File: config.mk
export PLATFORM = sky130hd
export DESIGN_NAME = tesb_ram
export DESIGN_NICKNAME = d
export VERILOG_FILES = /design/src/tesb_ram.sv
export SDC_FILE = /design/constraint.sdc
export NUM_CORES = 1
export LEC_CHECK = 0
export BUFFER_PORTS_ARGS = -buffer_cell sky130_fd_sc_hd__buf_2
export CAP_MARGIN = 15
export CORE_ASPECT_RATIO = 0.9
export CORE_UTILIZATION = 30
export DETAILED_ROUTE_END_ITERATION = 12
export GPL_ROUTABILITY_DRIVEN = 0
export GPL_TIMING_DRIVEN = 0
export HOLD_SLACK_MARGIN = 0.03
export PLACE_DENSITY_LB_ADDON = 0.15
export SYNTH_ARGS = -nofsm -noshare
export SYNTH_HDL_FRONTEND = slang
export SYNTH_SLANG_ARGS = --single-unit
File: constraint.sdc
create_clock -name clk -period 20.3 [get_ports clk]
set_input_delay 6.09 -clock clk [delete_from_list [all_inputs] [get_ports clk]]
set_output_delay 6.09 -clock clk [all_outputs]
set_load 0.01 [all_outputs]
File: src/tesb_ram.sv
// Generic single-port-write, single-port-read RAM with registered read data.
`timescale 1ns / 1ps
`default_nettype none

module tesb_ram #(
  parameter int WIDTH = 192,
  parameter int DEPTH = 8,
  localparam int AW = (DEPTH > 1) ? $clog2(DEPTH) : 1
) (
  input  wire logic             clk,
  input  wire logic             we,
  input  wire logic [AW-1:0]    waddr,
  input  wire logic [WIDTH-1:0] wdata,
  input  wire logic             re,
  input  wire logic [AW-1:0]    raddr,
  output logic      [WIDTH-1:0] rdata
);

  logic [WIDTH-1:0] mem [DEPTH];

  always_ff @(posedge clk) begin
    if (we) begin
      mem[waddr] <= wdata;
    end
    if (re) begin
      rdata <= mem[raddr];
    end
  end

endmodule

`default_nettype wire

# After elaboration in Yosys (flattened, before gate mapping)
# Memory sizes are Yosys's and may differ from the RTL's. A register that Yosys moved wholly into a read port is not among the register bits.
# Cells that the tools add are included.
[classes]
muxes = 2
[op_table]
columns = ["cell", "n"]
rows = [
  ["2-to-1 mux 1 bit", 2],
]
[word_totals]
register_bits = 0
mem_bits_rw = 1536
n_memories = 1
elab_cells = 3
[mem_list]
columns = ["name", "depth", "word_bits", "rd", "rd_clocked_by_memory_dff", "write_ports", "line_no", "rtl"]
rows = [
  ["mem", 8, 192, 1, 1, 1, "19", "logic [WIDTH-1:0] mem [DEPTH];"],
]

# Logic depth before layout (Yosys ltp)
# Gate-level depths: netlist (run 1).
[logic_depth]
word_depth = 2
mapped_depth = 5
depth_no_buf = 2

# Worst setup path before layout (run 1)
# OpenSTA, ideal clock, no wires.
[synth_timing]
path_kind = "input port to flip-flop"
from = "in waddr[0]"
to = "mem mem[0][0], enable pin"
arrival_ns = 19.293
path_buffers = 0
required_ns = 19.318
path_slack_ns = 0.025
setup_time_ns = 0.982
cell_stages = 1
cell_sequence = "nor3_1"
[synth_rtl]
columns = ["element", "line_no", "rtl"]
rows = [
  ["start, declared", "12", "input wire logic [AW-1:0] waddr,"],
  ["end, declared", "19", ""],
]
# No word-level cell before the write port.

==> results of run 1 <==
[power by group through the flow]
stage	Combinational, mW	Sequential, mW	Clock, mW
4_1_cts	0.446	4.12	3.39
3_5_place_dp	0.444	4.19	0
2_1_floorplan	0.201	4.21	0
5_1_grt	0.463	4.12	3.52
6_report	0.429	4.11	3.29
3_3_place_gp	0.408	4.24	0
[logic make-up after synthesis]
| logic type | Yosys count |
|---|---|
| DFF | 1728 |
| buffers and inverters | 107 |
| muxes | 576 |
| and+or+nand+nor | 13 |
[per-layer routing]
layer	GRT usage	vias to the layer above	wire (µm)
met4	0.0427	40	3920
met3	0.0323	287	7360
li1	-	12208	-
met5	0	-	239
met2	0.273	657	86700
met1	0.187	15293	68400
[synthesized netlist by cell type, drive strengths merged]
library cell  count
nor3              2
mux2            192
nor2              6
buf              71
mux4            384
nand2             2
clkbuf           36
edfxtp         1728
nand2b            3
[through the flow]
stage | total power [mW] | worst slack (ps)
2_1_floorplan | 4.41 | 24.7
3_3_place_gp | 4.65 | -20120
3_5_place_dp | 4.63 | 11140
4_1_cts | 7.95 | 12050
5_1_grt | 8.11 | 11990
6_report | 7.83 | 12070
[worst max path at each step]
stage | start | endpoint | cells after the start
after floorplan | waddr[0] | mem[0][0] | 1
after global placement | waddr[2] | mem[0][37] | 3
after detailed placement | raddr[2] | rdata[166] | 5
after CTS | raddr[2] | rdata[166] | 5
after global routing | raddr[2] | rdata[170] | 5
final | raddr[2] | rdata[146] | 5
[state kept, by name, indices dropped and copies added (netlist names)]
| register | cells |
|---|---|
| mem | 1536 |
| rdata | 192 |
[layout make-up]
cell class                 count  area (µm²)
fill                       19178      134000
multi-input combinational    589       11800
clock buffer                 231        4930
buffer                       107         734
antenna                       15        37.5
timing repair buffer         518        4090
tap                         2835        3550
sequential                  1728       51900
clock inverter               115        1020
[worst max-delay path: stages]
cell and delay, ps:
clkbuf_1 600, buf_2 620, buf_1 690, mux4_1 410, mux2_2 300
==> out/results.ini, run 1 <==
[logic_synthesis]
syn_area_mm2=0.0644
ys_seq_area_frac=0.806
synthCells=2424
synth-seq-cells=1728
yosysTopAreaCellShare=0.806
synthMuxAreaShare=0.182
yosys.area.top_type=edfxtp_1
syn_nets=2625
synth-simple-area-share=0.000913
synth_top_family_by_area=multiplexers
synthTopCellsByArea=edfxtp_1 81%, mux4_1 9.9%, mux4_2 4.9%
synth_xor_area_frac=0
syn_area_per_cell_um2=26.6
yosys.cell_types.count=13
synthAdderAreaFrac=0
ys_warn_count=0
synth-compound-area-share=0

[timing]
skew_ps=26.0
setup-violations-final=0
rsz0062_at_grt=false
min_period_ps=8230
clock.fmax_mhz=121
holdWs_ps=739
tns_ps=0
period_share=0.406
finalHoldViolCount=0
worst_pin_slew_ps=1010
slew_violations=0
maxSlewHeadroom=0.329

[cells_and_area]
mostFrequentLayoutCells=1,728 x edfxtp_1, 394 x buf_2, 243 x mux4_1
layout_commonest_cell=edfxtp_1
final_nets=3334
utilization=0.368
layout-drive-gt1-share=0.357
syn2layout_area_growth_pct=21.2
fin_area_mm2=0.0781
fin_cells=6138

[floorplanning]
rows=160
ios=393
die_h_um=442
core_mm2=0.212
die-area_mm2=0.217
start_util=0.303
die_x_um=490

[hold_path]
hold_class=register to register
min_path_cells=2
hold_start=mem[2][191]
worst_hold_path.endpoint=rdata[191]

[critical_path]
rr_worst_depth=2
endpoint_kind=register
crit_arrival_ps=8770
critPathMaxFanout=10
cp.required_ps=20830
r2r_end=rdata[26]
worstReg2RegStart=mem[3][26]
criticalPathCategory=input port to register
cp-start-kind=input port
r2r_slack_ps=18830

[routing]
postRouteAntennaNets=0
drt_iter0_markers=1822
vias_per_cell=4.64
wirelength_um=167000
firstDrtPassIters=5
num_vias=28485
wl_per_cell_um=27.1
drcViolationCount=0

[clock_tree]
clockRootBuffer=clkbuf_16
cts-resized-gates=0
postCtsHoldBufs=0
cts_tree=done
clock_path_buffers=3
clk_pin_slew_ps=60
htreeDepth=4
post_cts_buffers=0
clk_latency_ps=810
cts_buffers=189
clock-sinks=1728

[pwr]
intPower_mw=6.16
ir_drop_v=0.0000777
leakage_nw=25.8
powerDensity_mw_per_mm2=100
swShare=0.213
p_switching_mw=1.67
pwr-share-clk=0.420
pwr-share-seq=0.525
combPwrFrac=0.055

[placement]
dpl.cell_count=5777
dpl_cell_area_mm2=0.0721
port_buffers=389
dpl.hpwl_um=107000

[grt]
grt_max_degree=73
antenna_found_initial=63
gr-total-overflow=0
grt_usage=0.153
grt_pass1_wl_um=232000
grt_pass1_vias=30422

[run]
drv_cap=0

[status]
status=completed

No activity file was read; power rests on OpenSTA's default activity.
==> run 2: changes to the inputs <==
--- a/config.mk
+++ b/config.mk
@@ -5,6 +5,7 @@
 export SDC_FILE = /design/constraint.sdc
 export NUM_CORES = 1
 export LEC_CHECK = 0
+export ABC_AREA = 1
 export BUFFER_PORTS_ARGS = -buffer_cell sky130_fd_sc_hd__buf_2
 export CAP_MARGIN = 15
 export CORE_ASPECT_RATIO = 0.9
==> constraint.sdc (replaced) <==
create_clock -name clk -period 7.55 [get_ports clk]
set_input_delay 2.265 -clock clk [delete_from_list [all_inputs] [get_ports clk]]
set_output_delay 2.265 -clock clk [all_outputs]
set_load 0.01 [all_outputs]
==> run 2 against run 1 <==
Compared with the run above:
- sequential share of layout area fell by 6.3 points
- synthesized area rose by 12%
- register-to-register slack got worse by 12000 ps
- critical endpoint is now mem[7][162]
- largest power group unchanged
==> out/results.ini, run 2 <==
[clock_tree]
htreeDepth=4  ; unchanged
postCtsHoldBufs=0  ; unchanged
cts_tree=done
clock-sinks=1728  ; unchanged
post_cts_buffers=0  ; unchanged
cts_buffers=192  ; +1.6%
clock_path_buffers=3  ; unchanged
cts-resized-gates=0  ; unchanged
clk_latency_ps=850  ; +40 ps
clk_pin_slew_ps=60  ; about the same
clockRootBuffer=clkbuf_16

[timing]
maxSlewHeadroom=0.400  ; +0.0714
worst_pin_slew_ps=900  ; -107 ps
slew_violations=0  ; unchanged
worst_slack_ps=3550  ; -8510 ps
holdWs_ps=682  ; -57.1 ps
setup-violations-final=0  ; unchanged
rsz0062_at_grt=false
period_share=0.529
clock.fmax_mhz=250
finalHoldViolCount=0  ; unchanged
skew_ps=34.1  ; +8.10 ps
min_period_ps=4000
tns_ps=0  ; unchanged

[cells_and_area]
syn2layout_area_growth_pct=19.1
final_nets=7713  ; +130%
layout-drive-gt1-share=0.125  ; -0.232
mostFrequentLayoutCells=2,502 x nand2_1, 1,728 x edfxtp_1, 1,540 x inv_1
ff_latch_area_mm2=0.0519  ; unchanged
fin_cells=10866  ; +77%
largestRegisters=mem x1536, rdata x192
utilization=0.361  ; -0.00727
fillCellCount=23644  ; +23%
largest-register=mem
fin_area_mm2=0.0863  ; +11%
largest_reg_flops=1536  ; unchanged
multiInputGateArea_mm2=0.0133  ; +13%
layout_commonest_cell=nand2_1

[grt]
antenna_found_initial=83  ; +32%
grt_max_degree=82  ; +12%
grt_pass1_vias=44106  ; +45%
grt_pass1_wl_um=311000  ; +34%
grt_usage=0.177  ; +0.0245
gr-total-overflow=0  ; unchanged

[hold_path]
hold_class=register to register

[floorplanning]
ios=393  ; unchanged
die_x_um=520  ; +6.0%
die_h_um=468  ; +6.0%
core_mm2=0.239  ; +13%
rows=170  ; +6.3%
die-area_mm2=0.243  ; +12%
start_util=0.303  ; -0.000746

[logic_synthesis]
syn_area_per_cell_um2=10.6  ; -60%
synth_top_family_by_area=simple AND/OR/NAND/NOR gates
synth-simple-area-share=0.183  ; +0.182
yosysTopAreaCellShare=0.716  ; -0.0894
synth-edff-count=1728  ; unchanged
yosysMostFrequentCell=nand2_1
yosys.cell_types.count=11  ; -2
synthTopCellsByArea=edfxtp_1 72%, nand2_1 13%, inv_1 8.0%
synthArstFlopShare=0  ; unchanged
synth-seq-cells=1728  ; unchanged
synthCells=6846  ; +180%
ys_warn_count=0  ; unchanged
synthMuxAreaShare=0  ; -0.182
synth_xor_area_frac=0  ; unchanged
syn_nets=7047  ; +170%
synth-compound-area-share=0  ; unchanged
dominantRegCellSynth=edfxtp_1
yosys.area.top_type=edfxtp_1
ys_top_cells_by_count=2,502 x nand2_1, 1,728 x edfxtp_1, 1,540 x inv_1, 768 x nand3_1, 181 x buf_2
syn_area_mm2=0.0724  ; +12%
synthAdderAreaFrac=0  ; unchanged
ys_seq_area_frac=0.716  ; -0.0894

[routing]
vias_per_cell=4.27  ; -8.1%
drcViolationCount=0  ; unchanged
drt_iter0_markers=3509  ; +93%
wirelength_um=218000  ; +31%
wl_per_cell_um=20.1  ; -26%
firstDrtPassIters=8  ; +3
postRouteAntennaNets=0  ; unchanged
num_vias=46359  ; +63%

[critical_path]
worst-path-buf-inv=6  ; +3
crit_arrival_ps=4510  ; -4260 ps
cp.required_ps=8060  ; -12,770 ps
crit_family=buffers and inverters
r2r_slack_ps=6330  ; -12,500 ps
path_common_cell=buf_12
cp.depth=8  ; +3
slowest_stage=nor2_4
worstReg2RegStart=mem[3][123]
cp-startpoint=we
path_cells=buf_2 -> nand2_1 -> nor2_4 -> buf_12 -> buf_12 -> buf_16 -> buf_12 -> buf_12
endpoint_kind=register
slowest_delay_ps=710  ; +20 ps
criticalPathCategory=input port to register
cp-start-kind=input port
critPathCapture=mem[7][162]
rr_worst_depth=6  ; +4
critPathMaxFanout=24  ; +14
r2r_end=rdata[123]

[pwr]
leakage_nw=38.6  ; +49%
ir_drop_v=0.000216  ; +180%
power_mw=21.7  ; +180%
powerDensity_mw_per_mm2=252  ; +150%

[placement]
dpl.cell_count=10500  ; +82%
dpl.hpwl_um=142000  ; +33%
dp_slack_ps=2630  ; -8520 ps
dpl_cell_area_mm2=0.0802  ; +11%
port_buffers=390  ; +0.26%

[run]
drv_cap=0  ; unchanged

[status]
status=completed

-- run 2: cell types whose count changed after synthesis, moves of 9 or more --
cell / before / now
nand2_1: 2 / 2502
buf_6: 37 / 6
buf_4: 0 / 30
mux4_2: 141 / 0
mux4_1: 243 / 0
mux2_2: 192 / 0
buf_2: 6 / 181
buf_1: 24 / 15
inv_1: 0 / 1540
clkbuf_1: 36 / 66
nand3_1: 0 / 768
-- run 2: report_power, final --
part / total, mW / leakage (nW) / switching [mW] / internal (mW)
combinational: 1.57 / 19.8 / 1.13 / 0.444
clock: 9.12 / 2.94 / 3.96 / 5.16
sequential: 11.0 / 15.9 / 0.0872 / 11.0
total: 21.7 / 38.6 / 5.17 / 16.6
-- run 2: cell families (layout without fill, tap and decap cells) --
kind of cell	after synthesis	after routing
other cells	0	19
flops	1728	1728
buf+inv	1840	2659
simple gates	3278	3278
-- run 2: worst register-to-register path: stages (launching register included) --
cell and delay [ps]:
edfxtp_1 360, inv_1 60, nand2_1 50, nand3_1 90, nand2_1 70, nand2_1 60
nand2_1 210
-- run 2: worst min path at each step --
stage	start	to	slack, ps	depth (start not counted)
2_1_floorplan	mem[4][190]	rdata[190]	660	6
3_3_place_gp	mem[0][16]	rdata[16]	690	6
3_5_place_dp	mem[1][104]	rdata[104]	690	6
4_1_cts	mem[6][191]	rdata[191]	700	6
5_1_grt	mem[0][16]	rdata[16]	760	6
6_report	mem[0][85]	rdata[85]	680	6
-- run 2: final cells by class --
type | count | area share
Inverter | 1542 | 0.0671
Multi-Input combinational cell | 3278 | 0.154
Timing Repair Buffer | 472 | 0.0433
Clock buffer | 236 | 0.0581
Tap cell | 3182 | 0.0461
Sequential cell | 1728 | 0.601
Buffer | 298 | 0.0175
Antenna cell | 19 | 0.000551
Clock inverter | 111 | 0.0118
-- run 2: per-layer routing --
layer / up-vias / part of all wire / track usage
met5: - / 0.0012 / 0
met4: 46 / 0.025 / 0.0474
met3: 362 / 0.057 / 0.0331
met2: 1142 / 0.45 / 0.281
met1: 21972 / 0.47 / 0.249
li1: 22837 / - / -
