`src/tesb_pkg.sv`:
```
// Shared types, constants and helpers of the tilt equalizer.
`timescale 1ns / 1ps
`default_nettype none

package tesb_pkg;

  localparam int CH_W       = 4;
  localparam int IDX_W      = 3;
  localparam int CFG_W      = 64;
  localparam int COEF_W     = 32;
  localparam int COEF_FRAC  = 28;
  localparam int STATE_W    = 48;
  localparam int STATE_FRAC = 40;
  localparam int PROD_W     = 45;
  localparam int ACC_W      = 50;
  localparam int MEM_W      = 4 * STATE_W;

  localparam int OPS_PER_SHELF = 5;
  localparam int STEP_W        = 4;

  // Register indexes of the configuration port.
  localparam logic [IDX_W-1:0] REG_B0     = 3'd0;
  localparam logic [IDX_W-1:0] REG_B1     = 3'd1;
  localparam logic [IDX_W-1:0] REG_B2     = 3'd2;
  localparam logic [IDX_W-1:0] REG_A1     = 3'd3;
  localparam logic [IDX_W-1:0] REG_A2     = 3'd4;
  localparam logic [IDX_W-1:0] REG_ACTIVE = 3'd5;

  // Unity gain on both shelves: 1.0 in Q3.28 in each half.
  localparam logic [CFG_W-1:0] B0_RESET     = 64'h1000_0000_1000_0000;
  localparam logic [CH_W-1:0]  ACTIVE_RESET = 4'd2;

  localparam logic signed [ACC_W-1:0] ST_MAX =
    (ACC_W'(1) << (STATE_W - 1)) - ACC_W'(1);
  localparam logic signed [ACC_W-1:0] ST_MIN = ~ST_MAX;

  typedef enum logic [2:0] {
    OP_B0 = 3'd0,
    OP_B1 = 3'd1,
    OP_B2 = 3'd2,
    OP_A1 = 3'd3,
    OP_A2 = 3'd4
  } op_t;

  typedef struct packed {
    logic issue;
    logic shelf;
    op_t  op;
  } issue_t;

  typedef struct packed {
    logic [CFG_W-1:0] b0;
    logic [CFG_W-1:0] b1;
    logic [CFG_W-1:0] b2;
    logic [CFG_W-1:0] a1;
    logic [CFG_W-1:0] a2;
  } coefs_t;

  typedef struct packed {
    logic signed [STATE_W-1:0] hz2;
    logic signed [STATE_W-1:0] hz1;
    logic signed [STATE_W-1:0] lz2;
    logic signed [STATE_W-1:0] lz1;
  } state_t;

  function automatic logic signed [STATE_W-1:0] sat_state(
    input logic signed [ACC_W-1:0] v
  );
    logic signed [ACC_W-1:0] c;
    if (v > ST_MAX) begin
      c = ST_MAX;
    end else if (v < ST_MIN) begin
      c = ST_MIN;
    end else begin
      c = v;
    end
    return c[STATE_W-1:0];
  endfunction

endpackage

`default_nettype wire

```
`src/tesb_cfg.sv`:
```
// Configuration register file: coefficient pairs and active channel count.
`timescale 1ns / 1ps
`default_nettype none

module tesb_cfg (
  input  wire logic                         clk,
  input  wire logic                         rst,
  input  wire logic                         wr_en,
  input  wire logic [tesb_pkg::IDX_W-1:0]   wr_index,
  input  wire logic [tesb_pkg::CFG_W-1:0]   wr_data,
  output tesb_pkg::coefs_t                  coefs,
  output logic      [tesb_pkg::CH_W-1:0]    active
);
  import tesb_pkg::*;

  always_ff @(posedge clk) begin
    if (rst) begin
      coefs.b0 <= B0_RESET;
      coefs.b1 <= '0;
      coefs.b2 <= '0;
      coefs.a1 <= '0;
      coefs.a2 <= '0;
      active   <= ACTIVE_RESET;
    end else if (wr_en) begin
      unique case (wr_index)
        REG_B0:     coefs.b0 <= wr_data;
        REG_B1:     coefs.b1 <= wr_data;
        REG_B2:     coefs.b2 <= wr_data;
        REG_A1:     coefs.a1 <= wr_data;
        REG_A2:     coefs.a2 <= wr_data;
        REG_ACTIVE: active   <= wr_data[CH_W-1:0];
        default: begin
        end
      endcase
    end
  end

endmodule

`default_nettype wire

```
`config.mk`:
```
export PLATFORM = sky130hd
export DESIGN_NAME = tesb_cfg
export DESIGN_NICKNAME = d
export VERILOG_FILES = /design/src/tesb_pkg.sv /design/src/tesb_cfg.sv
export SDC_FILE = /design/constraint.sdc
export NUM_CORES = 1
export LEC_CHECK = 0
export BUFFER_PORTS_ARGS = -buffer_cell sky130_fd_sc_hd__buf_4
export CAP_MARGIN = 20
export CORE_MARGIN = 2
export CORE_UTILIZATION = 46
export DETAILED_ROUTE_END_ITERATION = 8
export GPL_TIMING_DRIVEN = 0
export HOLD_SLACK_MARGIN = 0.05
export PLACE_DENSITY = 0.76
export SLEW_MARGIN = 20
export SYNTH_ARGS = -nofsm -noshare
export SYNTH_HDL_FRONTEND = slang
export SYNTH_SLANG_ARGS = --single-unit
```
`constraint.sdc`:
```
create_clock -name clk -period 0.95 [get_ports clk]
set_input_delay 0 -clock clk [delete_from_list [all_inputs] [get_ports clk]]
set_output_delay 0 -clock clk [all_outputs]
set_load 0.005 [all_outputs]
```
* Word level (Yosys, flattened, before mapping)
Cells that the tools add are included.
** Word-level totals
- Flip-flop bits (word level) :: 324
- Bits in latches :: 0
- Memory bits (writable) :: 0
- ROM bits :: 0
- Input bits :: 70
- Output and inout bits :: 324
- Word-level logic and storage cells :: 18
- Memories :: 0
** Cells by class
- Add/sub/neg operators :: 0
- Multiply operators :: 0
- Divide/modulo/power cells :: 0
- Order comparisons :: 0
- Equal/unequal tests :: 5
- Shift operators :: 0
- Muxes and demuxes :: 0
- Bitwise operators :: 0
- Reductions and logical operators :: 7
** Operator list (count)
- AND reduction 2 bit :: 6
- == test 3 x 2 -> 1 bit, second input constant :: 2
- == test 3 bit, second input constant :: 2
- == test 3 x 1 -> 1 bit, second input constant :: 1
- logical NOT 3 bit :: 1

* Longest topological paths before layout
Gate-level depths: netlist of the first run.
- Word-level depth :: 2
- Mapped depth :: 4
- Mapped depth without buffers :: 2

* Least setup slack after synthesis of the first run
OpenSTA, ideal clock, no wires.
- Path kind :: input -> register
- Start :: input wr_index[0] in the netlist's numbering
- End :: register coefs[258] in the netlist's numbering
- Setup time :: 0.072 ns
- Arrival :: 0.858 ns
- Data required time :: 0.878 ns
- Slack :: 0.021 ns
- Stages :: 4
- Cell sequence :: nor4b_1 buf_2 buf_6 mux2i_1
** Between the ends
- Cells in the longest elaborated chain, start to end :: 2
** RTL lines
- from (decl) :: line tesb_cfg.sv:9 : input wire logic [tesb_pkg::IDX_W-1:0] wr_index,
- logical NOT 3 bit :: line tesb_cfg.sv:25 : unique case (wr_index)
- AND reduction 2 bit (no line)
- to (decl) :: line tesb_cfg.sv:11 : output tesb_pkg::coefs_t coefs,
Every way passes these cells.
A chain may end at the register's enable or synchronous reset.

* Final worst setup path of the first run
- Start :: register coefs[31] in the netlist's numbering
- End :: output coefs[31] in the netlist's numbering
No word-level cell between the ends.

==> results.py, run 1 <==
metrics = {
    "outcome": {
        "status": "complete, but fails checks",
        "violations": "hold timing, setup timing",
    },
    "cells_and_area": {
        "drive_gt1_share_pct": 52.2,
        "diodes": 0,
        "final_nets": 1786,
        "final_util_pct": 74.8,
        "syn_to_final_growth_pct": 59.6,
        "fillers": 1770,
    },
    "hold_path": {
        "hold_path_class": "input port to register",
    },
    "sta": {
        "drv_slew": 0,
        "rsz0062_at_grt": "yes",
        "setup_tns_ps": -128,
        "fmax_ghz": 1.03,
        "period_needed_ps": 968,
        "hold_viol": 2,
        "worst_pin_slew_ps": 518,
        "setup_viol": 12,
        "finalWorstSetupSlack_ps": -18.2,
        "maxSlewHeadroom_pct": 65.4,
        "skew_ps": 0,
        "period_share_pct": 102,
        "hold-worst-slack_ps": -133,
    },
    "cts": {
        "clk_pin_slew_worst_paths_ps": 60,
        "h-tree-depth": 2,
        "cts-hold-fix-buffers": 64,
        "cts-buffers-inserted": 35,
        "cts_tree": "yes",
        "clock_sinks": 324,
        "root_buffer": "clkbuf_16",
        "insertion_delay_ps": 500,
        "cts_buffer_depth": 3,
    },
    "critical_path": {
        "path_class": "register to output port",
        "critical-path-top-delay-family": "flip-flops",
        "crit_buf_inv": 1,
        "arrival_ps": 970,
        "cp-start-kind": "register",
        "slowest_stage": "dfxtp_4",
        "rrSetupSlack_ps": 90,
        "crit_fanout": 2,
        "crit_required_ps": 950,
        "critPathMaxStageDelay_ps": 360,
        "worstSetupEndpointType": "output port",
        "path_cells": "buf_6",
    },
    "global_route": {
        "groute.usage.overall_pct": 27.5,
        "global_route.usage.met1_pct": 32.7,
        "met3_usage_pct": 6.51,
        "antenna_found_initial": 0,
        "gr-total-overflow": 0,
        "grt_first_pass_wirelength_mm": 61.6,
        "gr-usage-met2_pct": 48.1,
        "top_usage_layer": "met2",
        "grt_max_degree": 14,
        "grt_pass1_vias": 10800,
    },
    "route": {
        "drcViolationCount": 0,
        "wl_per_cell_microns": 20.1,
        "vias": 10400,
        "drtIter0Drc": 521,
        "drt_first_pass_iters": 5,
        "postRouteAntennaNets": 0,
        "avgViaCountPerCell": 4.99,
        "drt-total-wl_mm": 41.9,
    },
    "power_and_ir_drop": {
        "p_total_mw": 31.0,
        "p_per_area_nw_per_um2": 1530,
        "power.leakage_nw": 9.90,
        "ir_worst_vdd_mv": 1.34,
    },
    "synthesis": {
        "synth_cell_types": 13,
        "yosysSeqAreaShare_pct": 51.2,
        "synth-seq-cells": 324,
        "synth_area_per_cell_sq_um": 11.3,
        "synth.net_count": 1196,
        "syn_inst": 1126,
        "syn-cell-area_sq_um": 12700,
        "ys_warn_count": 0,
    },
    "flow_run": {
        "timing.max_cap.violations": 0,
    },
    "placed_design": {
        "gp_congestion": 0.816,
        "dp_hpwl_mm": 27.3,
        "port_buffers": 392,
    },
    "die": {
        "ios": 394,
        "die_y_microns": 170,
        "num_rows": 60,
        "dieArea_sq_um": 28900,
        "core_area_sq_um": 27000,
        "die_width_microns": 170,
        "initial_core_util_pct": 46.9,
    },
}
-- area by class of cell --
| class | count | area [sq um] | area share (%) |
|---|---|---|---|
| Clock buffer | 52 | 1050 | 5.20 |
| Clock inverter | 11 | 130 | 0.643 |
| Tap cell | 341 | 427 | 2.11 |
| Sequential cell | 324 | 6900 | 34.1 |
| Timing Repair Buffer | 553 | 5530 | 27.3 |
| Multi-Input combinational cell | 723 | 5760 | 28.5 |
| Buffer | 79 | 432 | 2.13 |
-- flip-flops by register name (all words and copies together) (netlist names) --
name	count
active	4
coefs	320
-- cell usage in the layout (no fill, tap or decap), drive strengths merged --
| cell | netlist | layout |
|---|---|---|
| nand4b | 2 | 2 |
| dlygate4sd3 | 0 | 64 |
| dfxtp | 324 | 324 |
| clkbuf | 43 | 95 |
| nand4bb | 3 | 3 |
| nor2 | 6 | 6 |
| buf | 36 | 525 |
| nor4b | 1 | 1 |
| or4b | 1 | 1 |
| bufinv | 0 | 3 |
| nor4bb | 1 | 1 |
| clkinv | 0 | 8 |
| mux2i | 324 | 324 |
| nand2b | 385 | 385 |
-- synth_stat cells, drive strengths merged --
master	count	share of area [%]
mux2i	324	26
nand2b	385	19
nor4bb	1	0.079
clkbuf	43	1.3
or4b	1	0.11
nand4bb	3	0.27
nor4b	1	0.069
nor2	6	0.18
buf	36	2.1
nand4b	2	0.14
dfxtp	324	51
-- kinds of logic (layout without fill, tap and decap cells) --
kind of cell,after synthesis,in the layout,synth area share [%]
simple gates,399,399,19.8
flops,324,324,51.2
mux,324,324,25.6
buf+inv,79,695,3.37
-- final timing paths --
check,startpoint,to,cells after the start
max reg2reg,coefs[151],coefs[151],4
min,wr_index[1],coefs[307],3
min reg2reg,coefs[293],coefs[293],2
max,coefs[31],coefs[31],1
-- routing by layer --
metal  share of wire [%]  up-vias  wire length [microns]
met5                   0        -                      0
met4                 4.1        0                   1710
met3                 6.1       94                   2570
met2                  50      342                  20800
met1                  40     5051                  16800
li1                    -     4898                      -
-- power by group --
group / switching [mW] / internal (mW) / total, mW / leakage, nW
logic: 1.21 / 1.60 / 2.81 / 6.53
registers: 0.233 / 13.9 / 14.2 / 2.78
clock network: 5.48 / 8.49 / 14.0 / 0.589
-- metrics by stage --
stage	worst slack [ps]	cells	hold WS, ps	instance area [sq um]
floorplan	20.5	1126	161	12700
global placement	-694	1859	268	16000
detailed placement	-718	1859	273	16000
CTS	-32.4	2022	-144	19700
global route	-44.1	2083	-126	20200
finish	-18.2	2083	-133	20200
-- what timing repair did --
item / in CTS / in global routing
endpoints found under the hold margin: 324 / 4
setup endpoints to repair: 595 / 300
resized for setup: 619 / 36
cloned: 0 / 0
buffers inserted: 36 / 61
(Power assumes the default switching activity.)
==> inputs of run 2 (changes only) <==
CORE_MARGIN = 4   (was 2)
==> run 2 against run 1 <==
The flow still finishes with violations (hold timing, setup timing); total power is 2.2% higher; sequential power hardly changed; non-clock buffer count is 2 lower; combinational power hardly changed; critical path depth stayed put; maximum frequency is 0.23% lower; global-route usage is 0.58 points lower; hold slack better by 34 ps; utilization is 0.14 points higher; highest routed layer unchanged.
==> results.py, run 2 (same netlist as run 1, synthesis figures left out) <==
metrics = {
    "critical_path": {
        "crit_fanout": 2,
        "cp-start-kind": "register",
        "arrival_ps": 970,
        "critPathMaxStageDelay_ps": 370,
        "path_cells": "buf_6",
        "path_class": "register to output port",
        "critical-path-top-delay-family": "flip-flops",
        "worstSetupEndpointType": "output port",
        "slowest_stage": "dfxtp_2",
        "crit_required_ps": 950,
        "crit_buf_inv": 1,
    },
    "sta": {
        "drv_slew": 0,
        "fmax_ghz": 1.03,
        "skew_ps": 0,
        "hold_viol": 4,
        "period_needed_ps": 970,
        "setup_viol": 11,
        "rsz0062_at_grt": "yes",
        "finalWorstSetupSlack_ps": -20.5,
        "worst_pin_slew_ps": 507,
        "maxSlewHeadroom_pct": 66.2,
        "hold-worst-slack_ps": -98.9,
        "period_share_pct": 102,
    },
    "die": {
        "num_rows": 60,
        "dieArea_sq_um": 30300,
        "initial_core_util_pct": 46.9,
        "die_width_microns": 174,
        "core_area_sq_um": 27000,
        "die_y_microns": 174,
        "ios": 394,
    },
    "cts": {
        "clock_sinks": 324,
        "cts-buffers-inserted": 36,
        "cts_buffer_depth": 3,
        "insertion_delay_ps": 490,
        "cts_tree": "yes",
        "cts-hold-fix-buffers": 64,
        "root_buffer": "clkbuf_16",
        "clk_pin_slew_worst_paths_ps": 60,
        "h-tree-depth": 2,
    },
    "cells_and_area": {
        "top_register": "coefs",
        "syn_to_final_growth_pct": 59.9,
        "largest_register_ffs": 320,
        "final_common_cell": "nand2b_1",
        "drive_gt1_share_pct": 52.4,
        "final_nets": 1785,
        "mostFrequentLayoutCells": "nand2b_1, buf_6, mux2i_1, dfxtp_2, buf_4",
        "top_regs": "coefs: 320 flops, active: 4 flops",
    },
    "placed_design": {
        "gp_congestion": 0.845,
        "dp_hpwl_mm": 28.1,
        "port_buffers": 392,
        "dp_slack_ps": -737,
    },
    "power_and_ir_drop": {
        "power.leakage_nw": 9.92,
        "p_per_area_nw_per_um2": 1560,
        "p_total_mw": 31.6,
        "ir_worst_vdd_mv": 1.14,
    },
    "route": {
        "vias": 10500,
        "drtIter0Drc": 453,
        "drcViolationCount": 0,
        "avgViaCountPerCell": 5.05,
        "postRouteAntennaNets": 0,
        "drt-total-wl_mm": 43.5,
        "wl_per_cell_microns": 20.9,
        "drt_first_pass_iters": 5,
    },
    "global_route": {
        "grt_pass1_vias": 11100,
        "gr-total-overflow": 0,
        "grt_first_pass_wirelength_mm": 65.2,
        "antenna_found_initial": 1,
        "grt_max_degree": 14,
        "groute.usage.overall_pct": 26.9,
    },
    "outcome": {
        "status": "complete, but fails checks",
        "violations": "hold timing, setup timing",
    },
    "flow_run": {
        "timing.max_cap.violations": 0,
    },
    "hold_path": {
        "hold_path_class": "input port to register",
    },
}
==> run 2: cell count changes in the layout (fill, tap and decap cells not counted), sizes merged <==
cell and delta:
buf -1, clkinv +2, diode +1, bufinv +2, clkbuf -5
==> run 2: routing by layer <==
layer / share of wire [%] / GRT usage (%) / vias up / wire length, microns
li1: - / - / 4897 / -
met1: 39 / 31.3 / 5144 / 17100
met2: 49 / 46.6 / 369 / 21400
met3: 6.3 / 6.83 / 114 / 2730
met4: 5.1 / 12.9 / 0 / 2230
met5: 0 / 0 / - / 0
==> run 2: final cells by class <==
cell class	count	area [sq um]
Tap cell	341	427
Clock buffer	48	1040
Timing Repair Buffer	551	5510
Fill cell	1727	6760
Buffer	79	432
Sequential cell	324	6890
Antenna cell	1	2.50
Clock inverter	15	204
Multi-Input combinational cell	723	5760
==> run 2: where the power goes <==
part / internal [mW] / leakage [nW] / total (mW) / switching, mW
Combinational: 1.60 / 6.52 / 2.83 / 1.23
Sequential: 13.9 / 2.78 / 14.2 / 0.236
Clock: 9.02 / 0.621 / 14.6 / 5.61
==> run 2: tightest hold or removal path, stage by stage <==
cell and delay, ps:
buf_4 120, or4b_4 140, mux2i_1 80
==> run 2: timing repair <==
| item | in CTS | in global routing |
|---|---|---|
| setup endpoints to repair | 613 | 354 |
| buffers inserted | 39 | 56 |
| resized for setup | 640 | 16 |
| hold endpoints to repair | 324 | 4 |
==> run 2: path summary, 6_finish.rpt <==
check                                  from    endpoint  slack [ps]  cells after the start
worst min register to register   coefs[319]  coefs[319]         470                      2
worst max register to register    coefs[95]   coefs[95]         110                      4
worst max-delay path              coefs[77]   coefs[77]         -20                      1
worst min-delay path            wr_index[2]  coefs[307]        -100                      3
==> run 2: stage by stage <==
stage,cell area (sq um),util (%),std cells,TNS [ps]
6_report,20300,75.0,2082,-69.4
5_1_grt,20300,75.0,2082,-3240
4_1_cts,19800,73.3,2025,-897
3_5_place_dp,16000,59.4,1859,-190820
3_3_place_gp,16000,59.4,1859,-184180
2_1_floorplan,12700,-,1126,0
