### src/tesb_pkg.sv
// Shared types, constants and helpers of the tilt equalizer.
`timescale 1ns / 1ps
`default_nettype none

package tesb_pkg;

  localparam int CH_W       = 4;
  localparam int IDX_W      = 3;
  localparam int CFG_W      = 64;
  localparam int COEF_W     = 32;
  localparam int COEF_FRAC  = 28;
  localparam int STATE_W    = 48;
  localparam int STATE_FRAC = 40;
  localparam int PROD_W     = 45;
  localparam int ACC_W      = 50;
  localparam int MEM_W      = 4 * STATE_W;

  localparam int OPS_PER_SHELF = 5;
  localparam int STEP_W        = 4;

  // Register indexes of the configuration port.
  localparam logic [IDX_W-1:0] REG_B0     = 3'd0;
  localparam logic [IDX_W-1:0] REG_B1     = 3'd1;
  localparam logic [IDX_W-1:0] REG_B2     = 3'd2;
  localparam logic [IDX_W-1:0] REG_A1     = 3'd3;
  localparam logic [IDX_W-1:0] REG_A2     = 3'd4;
  localparam logic [IDX_W-1:0] REG_ACTIVE = 3'd5;

  // Unity gain on both shelves: 1.0 in Q3.28 in each half.
  localparam logic [CFG_W-1:0] B0_RESET     = 64'h1000_0000_1000_0000;
  localparam logic [CH_W-1:0]  ACTIVE_RESET = 4'd2;

  localparam logic signed [ACC_W-1:0] ST_MAX =
    (ACC_W'(1) << (STATE_W - 1)) - ACC_W'(1);
  localparam logic signed [ACC_W-1:0] ST_MIN = ~ST_MAX;

  typedef enum logic [2:0] {
    OP_B0 = 3'd0,
    OP_B1 = 3'd1,
    OP_B2 = 3'd2,
    OP_A1 = 3'd3,
    OP_A2 = 3'd4
  } op_t;

  typedef struct packed {
    logic issue;
    logic shelf;
    op_t  op;
  } issue_t;

  typedef struct packed {
    logic [CFG_W-1:0] b0;
    logic [CFG_W-1:0] b1;
    logic [CFG_W-1:0] b2;
    logic [CFG_W-1:0] a1;
    logic [CFG_W-1:0] a2;
  } coefs_t;

  typedef struct packed {
    logic signed [STATE_W-1:0] hz2;
    logic signed [STATE_W-1:0] hz1;
    logic signed [STATE_W-1:0] lz2;
    logic signed [STATE_W-1:0] lz1;
  } state_t;

  function automatic logic signed [STATE_W-1:0] sat_state(
    input logic signed [ACC_W-1:0] v
  );
    logic signed [ACC_W-1:0] c;
    if (v > ST_MAX) begin
      c = ST_MAX;
    end else if (v < ST_MIN) begin
      c = ST_MIN;
    end else begin
      c = v;
    end
    return c[STATE_W-1:0];
  endfunction

endpackage

`default_nettype wire

### src/tesb_dp.sv
// Shared multiplier and accumulate/saturate datapath for both shelves.
`timescale 1ns / 1ps
`default_nettype none

module tesb_dp #(
  parameter int SAMPLE_BITS = 24
) (
  input  wire logic                          clk,
  input  wire logic                          rst,
  input  tesb_pkg::issue_t                   ctl,
  input  tesb_pkg::coefs_t                   coefs,
  input  wire logic signed [SAMPLE_BITS-1:0] x_in,
  input  tesb_pkg::state_t                   st_old,
  output logic signed      [SAMPLE_BITS-1:0] y_lo,
  output logic signed      [SAMPLE_BITS-1:0] y_hi,
  output tesb_pkg::state_t                   st_new
);
  import tesb_pkg::*;

  localparam int SHIFT  = SAMPLE_BITS - 1 + COEF_FRAC - STATE_FRAC;
  localparam int OSH    = STATE_FRAC - (SAMPLE_BITS - 1);
  localparam int FULL_W = COEF_W + SAMPLE_BITS;
  localparam logic signed [ACC_W-1:0] RND  = ACC_W'(1) << (OSH - 1);
  localparam logic signed [ACC_W-1:0] SMAX =
    (ACC_W'(1) << (SAMPLE_BITS - 1)) - ACC_W'(1);
  localparam logic signed [ACC_W-1:0] SMIN = ~SMAX;

  // Issue side: pick coefficient half and operand, multiply, floor to Q.40.
  logic [CFG_W-1:0]               coef_word;
  logic signed [COEF_W-1:0]       coef;
  logic signed [SAMPLE_BITS-1:0]  x_sh;
  logic signed [SAMPLE_BITS-1:0]  y_sh;
  logic signed [SAMPLE_BITS-1:0]  opnd;
  logic signed [FULL_W-1:0]       full;
  logic signed [FULL_W-1:0]       full_sh;

  always_comb begin
    unique case (ctl.op)
      OP_B0:   coef_word = coefs.b0;
      OP_B1:   coef_word = coefs.b1;
      OP_B2:   coef_word = coefs.b2;
      OP_A1:   coef_word = coefs.a1;
      OP_A2:   coef_word = coefs.a2;
      default: coef_word = coefs.b0;
    endcase
  end

  assign coef    = ctl.shelf ? coef_word[2*COEF_W-1:COEF_W] : coef_word[COEF_W-1:0];
  // The high shelf filters the saturated low shelf output.
  assign x_sh    = ctl.shelf ? y_lo : x_in;
  assign y_sh    = ctl.shelf ? y_hi : y_lo;
  assign opnd    = (ctl.op == OP_A1 || ctl.op == OP_A2) ? y_sh : x_sh;
  assign full    = coef * opnd;
  assign full_sh = full >>> SHIFT;

  logic signed [PROD_W-1:0] prod;
  issue_t                   ret;

  always_ff @(posedge clk) begin
    if (rst) begin
      ret <= '0;
    end else begin
      ret <= ctl;
    end
  end

  always_ff @(posedge clk) begin
    if (ctl.issue) begin
      prod <= full_sh[PROD_W-1:0];
    end
  end

  // Retire side: one product a cycle folds into the shelf equations.
  logic signed [STATE_W-1:0] z1_old;
  logic signed [STATE_W-1:0] z2_old;
  logic signed [ACC_W-1:0]   prod_e;
  logic signed [ACC_W-1:0]   z1_e;
  logic signed [ACC_W-1:0]   z2_e;
  logic signed [ACC_W-1:0]   acc_y;
  logic signed [ACC_W-1:0]   y_full;
  logic signed [ACC_W-1:0]   y_clamp;
  logic signed [ACC_W-1:0]   t1;
  logic signed [ACC_W-1:0]   t2;
  logic signed [ACC_W-1:0]   z1_sum;
  logic signed [ACC_W-1:0]   z2_sum;

  assign z1_old = ret.shelf ? st_old.hz1 : st_old.lz1;
  assign z2_old = ret.shelf ? st_old.hz2 : st_old.lz2;
  assign prod_e = {{(ACC_W-PROD_W){prod[PROD_W-1]}}, prod};
  assign z1_e   = {{(ACC_W-STATE_W){z1_old[STATE_W-1]}}, z1_old};
  assign z2_e   = {{(ACC_W-STATE_W){z2_old[STATE_W-1]}}, z2_old};
  assign acc_y  = prod_e + z1_e + RND;
  assign y_full = acc_y >>> OSH;
  assign z1_sum = t1 - prod_e;
  assign z2_sum = t2 - prod_e;

  always_comb begin
    if (y_full > SMAX) begin
      y_clamp = SMAX;
    end else if (y_full < SMIN) begin
      y_clamp = SMIN;
    end else begin
      y_clamp = y_full;
    end
  end

  always_ff @(posedge clk) begin
    if (ret.issue) begin
      unique case (ret.op)
        OP_B0: begin
          if (ret.shelf) begin
            y_hi <= y_clamp[SAMPLE_BITS-1:0];
          end else begin
            y_lo <= y_clamp[SAMPLE_BITS-1:0];
          end
        end
        OP_B1: t1 <= prod_e + z2_e;
        OP_B2: t2 <= prod_e;
        OP_A1: begin
          if (ret.shelf) begin
            st_new.hz1 <= sat_state(z1_sum);
          end else begin
            st_new.lz1 <= sat_state(z1_sum);
          end
        end
        OP_A2: begin
          if (ret.shelf) begin
            st_new.hz2 <= sat_state(z2_sum);
          end else begin
            st_new.lz2 <= sat_state(z2_sum);
          end
        end
        default: begin
        end
      endcase
    end
  end

endmodule

`default_nettype wire

### config.mk
export PLATFORM = sky130hd
export DESIGN_NAME = tesb_dp
export DESIGN_NICKNAME = d
export VERILOG_FILES = /design/src/tesb_pkg.sv /design/src/tesb_dp.sv
export SDC_FILE = /design/constraint.sdc
export NUM_CORES = 2
export LEC_CHECK = 0
export ABC_CLOCK_PERIOD_IN_PS = 13430
export BUFFER_PORTS_ARGS = -buffer_cell sky130_fd_sc_hd__buf_2
export CELL_PAD_IN_SITES_DETAIL_PLACEMENT = 0
export CELL_PAD_IN_SITES_GLOBAL_PLACEMENT = 2
export CORE_UTILIZATION = 38
export CTS_CLUSTER_DIAMETER = 120
export DETAILED_ROUTE_END_ITERATION = 8
export HOLD_SLACK_MARGIN = 0.05
export MAX_ROUTING_LAYER = met4
export PLACE_DENSITY = 0.91
export SLEW_MARGIN = 5
export SYNTH_ARGS = -nofsm -noshare
export SYNTH_HDL_FRONTEND = slang
export SYNTH_SLANG_ARGS = --single-unit
### constraint.sdc
create_clock -name clk -period 13.43 [get_ports clk]
set_input_delay 2.686 -clock clk [delete_from_list [all_inputs] [get_ports clk]]
set_output_delay 2.686 -clock clk [all_outputs]
set_load 0.01 [all_outputs]
Word-level counts from Yosys, hierarchy flattened:

Index checks and enable logic that the tools add are counted.

* output and inout bits: 240
* word-level logic and storage cells: 56
* register bits: 385
* input bits: 543

* equal/unequal tests: 8
* bitwise operators: 1
* $add $sub $neg: 5
* muxes and demuxes: 13
* reductions and logical operators: 10
* multipliers: 1
* order comparisons: 6

Operators with widths (count)
* $mux 48: 6
* $pmux 64 s4: 1
* $mux 24: 5
* $add 45x48->49: 2
* $mul 32x24->56: 1
* $add 49x18->50 const B: 1
* $gt 50x48->1 const B: 1
* $lt 50x48->1 const B: 1
* $sub 50x45->50: 1
* $gt 46x48->1 const B: 1
* $lt 46x48->1 const B: 1
* $sub 45x45->46: 1
* $gt 33x24->1 const B: 1
* $lt 33x24->1 const B: 1
* $mux 32: 1
* $reduce_and 3->1: 6
* $eq 3x2->1 const B: 4
* $eq 3x1->1 const B: 2
* $eq 3x3->1 const B: 2
* $reduce_and 2->1: 2
* $logic_not 3->1: 1
* $logic_or 1x1->1: 1
* $not 1->1: 1

Depth between registers and ports, before layout:

* word-level depth: 6
* gate-level depth with buffers: 37
* depth with buffers taken out: 32

Least setup slack after synthesis:

OpenSTA, ideal clock, no wires.

* path type: input to register
* start point: input port ctl[0] in the netlist's numbering
* end point: register prod[25] (data pin)
* required time: 13.168 ns
* buffers on the path: 4
* arrival time: 10.947 ns
* stages: 33
* library setup time: 0.262 ns
* setup slack: 2.221 ns
* cells stage by stage: or3b_2 clkbuf_1 nand2_1 buf_2 buf_1 mux2i_1 mux2i_1 clkbuf_1 and2_1 fa_1 inv_1 fa_1 inv_1 fa_1 inv_1 fa_1 inv_1 fa_1 fa_1 inv_1 fa_1 inv_1 ha_1 a21o_1 a21o_1 a21oi_1 nand3b_1 o21ai_1 o21ai_0 or4_1 a31oi_1 o21ai_1 xor2_1

* word-level cells in the longest chain between the ends: 4
* elaborated cells between the ends (all ways): 9
* classes of those cells: mul: 1; eq/ne: 4; mux: 3; reduce/logical: 1

Ends and longest elaborated chain
* start: declaration: RTL line tesb_dp.sv:10 `input tesb_pkg::issue_t ctl,`
* $eq 3x3->1, or another cell as far along: RTL line tesb_dp.sv:38, tesb_dp.sv:52
* $pmux 64 s4 / $logic_or 1x1->1 (equally long branches): RTL line tesb_dp.sv:38, tesb_dp.sv:52
* $mux 32 / $mux 24 (equally long branches): RTL line tesb_dp.sv:48, tesb_dp.sv:52
* $mul 32x24->56 *: RTL line tesb_dp.sv:53 `assign full = coef * opnd;`
* net full[36]: RTL line tesb_dp.sv:34 `logic signed [FULL_W-1:0] full;`
* end signal: assignment: RTL line tesb_dp.sv:69 `prod <= full_sh[PROD_W-1:0];`
* end: declaration: RTL line tesb_dp.sv:56 `logic signed [PROD_W-1:0] prod;`

The timed path passes the listed nets; every way through them passes the cells marked *.
A chain may end at the register's enable or synchronous reset.

Worst setup path in the final report:

* start point: input port ctl[0] in the netlist's numbering
* end point: register prod[43] (data pin)

Same word-level chain as after synthesis.

==> flow_summary.json <==
{
  "syn2layout_area_growth_pct": 14.7,
  "async_flop_share_pct": 0,
  "worstSetupPathType": "in -> reg",
  "grt_pass1_vias": 44900,
  "coreArea_sq_um": 140000,
  "wl_met2_um": 93100,
  "syn-instance-count": 5639,
  "synth_area_per_cell_sq_um": 9.56,
  "run_status": "complete, no violations",
  "fillCellCount": 13700,
  "dr_total_vias": 43700,
  "grt_max_degree": 62,
  "h-tree-depth": 2,
  "r2r-end": "prod[43]$_DFFE_PP_",
  "top_layer": "met4",
  "ioPinCount": 783,
  "dp_hpwl_um": 167000,
  "drt_wl_total_um": 199000,
  "min_to": "t2[1]$_DFFE_PP_",
  "syn_area_sq_um": 53900,
  "clk_path_buf_depth": 3,
  "met3_length_um": 15600,
  "chipWidth_um": 379,
  "slowest_delay_ns": 0.59,
  "fin_crit_sh_pct": 89.9,
  "hold_path_class": "reg -> reg",
  "yosys_register_bits": 382,
  "wl_per_cell_um": 24.1,
  "rsz0062_at_grt": "false",
  "layout-drive-gt1-share_pct": 18.9,
  "finalSetupTns_ns": 0,
  "clock.fmax_mhz": 82.9,
  "synth_fp_nets": 7349,
  "endpoint_kind": "flop",
  "final_nets": 8039,
  "clock_skew_ns": 0.0375,
  "min_from": "prod[1]$_DFFE_PP_",
  "tightestPinTransition_ns": 1.10,
  "cts_tree": "done",
  "yosys.cell_types.count": 87,
  "initial_core_util_pct": 38.5,
  "maxSlewHeadroom_pct": 25.7,
  "cts_sinks": 382,
  "std_cell_rows": 137,
  "clk_latency_ns": 0.59,
  "hold_viol_final": 0,
  "grt_pass1_wl_um": 288000,
  "seq_area_frac_synth_pct": 21.2,
  "final_area_sq_um": 61800,
  "drv_cap": 0,
  "grt.total_usage_pct": 28.1,
  "mostFrequentLayoutCells": "inv_1, fa_1, buf_2",
  "die_area_sq_um": 143000,
  "cts_resized": 0,
  "final_common_cell": "inv_1",
  "cts_root_buf": "clkbuf_16",
  "drc": 0,
  "post-cts-setup-buffers": 0,
  "r2r_cells": 29,
  "cp-start-kind": "primary input",
  "setup_viol": 0,
  "place.gp.congestion": 1.02,
  "worstPathArrival_ns": 12.38,
  "fin_ws_ns": 1.36,
  "die_height_um": 379,
  "drtIter0Drc": 3129,
  "synth_edf_count": 377,
  "rr_startpoint": "y_hi[1]$_DFFE_PP_",
  "place_area_sq_um": 60500,
  "antenna_found_initial": 25,
  "maxSlewViolCount": 0,
  "clk_pin_slew_worst_paths_ns": 0.06,
  "antenna_left": 0,
  "ys_warn_count": 0,
  "numCtsBuffers": 37,
  "hold_depth": 0,
  "finalCriticalPeriod_ns": 12.07,
  "cp_slowest_cell": "fa_1",
  "cp_max_fo": 36,
  "crit_required_ns": 13.74,
  "portBuffers": 782,
  "synth_flop_cell": "edfxtp_1",
  "firstDrtPassIters": 5,
  "via_per_inst": 5.30,
  "ff2ff_setup_slack_ns": 4.53,
  "gr-total-overflow": 0,
  "drt-met1-wl_um": 80300,
  "dp_slack_ns": 0.774,
  "fin_util_pct": 44.1,
  "holdBufCountCts": 0,
  "crit_path_frequent_cell": "fa_1"
}
==> metal layers <==
layer	up-vias	global-route usage, %
met4	0	11.5
met3	322	5.17
met5	-	-
met1	21600	34.4
met2	1862	45.7
li1	19900	-
==> cell type report <==
cell class / instances / area, sq um / share of cell area [%]
Clock buffer: 48 / 967 / 1.56
Sequential cell: 382 / 11400 / 18.5
Clock inverter: 20 / 290 / 0.469
Timing Repair Buffer: 895 / 4820 / 7.80
Multi-Input combinational cell: 4061 / 38400 / 62.1
Inverter: 952 / 3570 / 5.78
Tap cell: 1876 / 2350 / 3.80
Antenna cell: 13 / 32.5 / 0.0526
==> registers in the layout, summed over array words and instances, names as in the netlist <==
signal and count:
st_new 190, y_lo 24, t2 45, ret 5, y_hi 24, prod 45, t1 49
==> stage by stage <==
stage / instances / hold WS (ns)
finish: 8247 / 0.545
detailed placement: 8166 / 0.536
floorplan: 5639 / 0.457
CTS: 8234 / 0.557
global route: 8247 / 0.578
global placement: 8166 / 0.539
==> kinds of logic (layout without fill, tap and decap cells) <==
logic type / count (synthesis) / after routing / synth area share [%]
and+or+nand+nor: 1461 / 1461 / 12.5
muxes: 227 / 227 / 4.62
adders and majority gates: 1167 / 1167 / 38.0
other: 0 / 13 / 0
buffers and inverters: 1196 / 1915 / 8.42
AOI/OAI and AO/OA: 996 / 996 / 11.8
DFF: 382 / 382 / 21.2
xor gates and xnor gates: 210 / 210 / 3.41
==> worst max-delay path: cells and delay by family <==
family	cells	cell delay, ns
and+or+nand+nor	4	0.72
AOI/OAI and AO/OA	11	3.21
xor gates and xnor gates	1	0.13
buffers and inverters	8	1.15
adders and majority gates	8	3.97
muxes	1	0.44
==> synth_stat cells (8+ instances only) <==
| cell | instances | area [sq um] |
|---|---|---|
| inv_1 | 951 | 3570 |
| nor4_1 | 9 | 56.3 |
| nand2_1 | 651 | 2440 |
| o21ai_0 | 177 | 886 |
| a22oi_1 | 62 | 465 |
| nand4_1 | 26 | 163 |
| o21bai_1 | 29 | 218 |
| o31ai_1 | 16 | 120 |
| nor2b_1 | 71 | 444 |
| or2_2 | 17 | 106 |
| clkbuf_1 | 205 | 769 |
| o22ai_1 | 16 | 100 |
| a31oi_1 | 21 | 131 |
| and3_1 | 42 | 263 |
| o21a_1 | 31 | 233 |
| o221ai_1 | 22 | 193 |
| buf_2 | 12 | 60.1 |
| nand3_1 | 83 | 415 |
| mux2i_1 | 60 | 601 |
| and2_1 | 139 | 870 |
| xor2_1 | 83 | 727 |
| xnor2_1 | 127 | 1110 |
| a21oi_1 | 289 | 1450 |
| a21boi_0 | 12 | 90.1 |
| a21o_1 | 140 | 1050 |
| a211oi_1 | 17 | 128 |
| nand2b_1 | 50 | 313 |
| edfxtp_1 | 377 | 11300 |
| mux2_2 | 166 | 1870 |
| ha_1 | 382 | 4780 |
| buf_1 | 21 | 78.8 |
| nor2_1 | 258 | 968 |
| nor3_1 | 64 | 320 |
| or3_1 | 12 | 75.1 |
| o211ai_1 | 14 | 105 |
| fa_1 | 785 | 15700 |
| a221o_1 | 8 | 80.1 |
| o21ai_1 | 57 | 285 |
| nand3b_1 | 9 | 67.6 |
==> how the worst max path moves through the flow <==
stage | from | endpoint | slack (ns) | cells after the start
floorplan | ctl[0] | prod[25]$_DFFE_PP_ | 2.22 | 33
global placement | ctl[0] | prod[43]$_DFFE_PP_ | 0.80 | 33
detailed placement | ctl[0] | prod[43]$_DFFE_PP_ | 0.77 | 33
CTS | ctl[0] | prod[43]$_DFFE_PP_ | 1.38 | 33
global route | ctl[0] | prod[44]$_DFFE_PP_ | 1.04 | 33
finish | ctl[0] | prod[43]$_DFFE_PP_ | 1.36 | 33
Power is not shown: default switching activity piles up to over one toggle a cycle in this logic, so the estimate is an artifact.
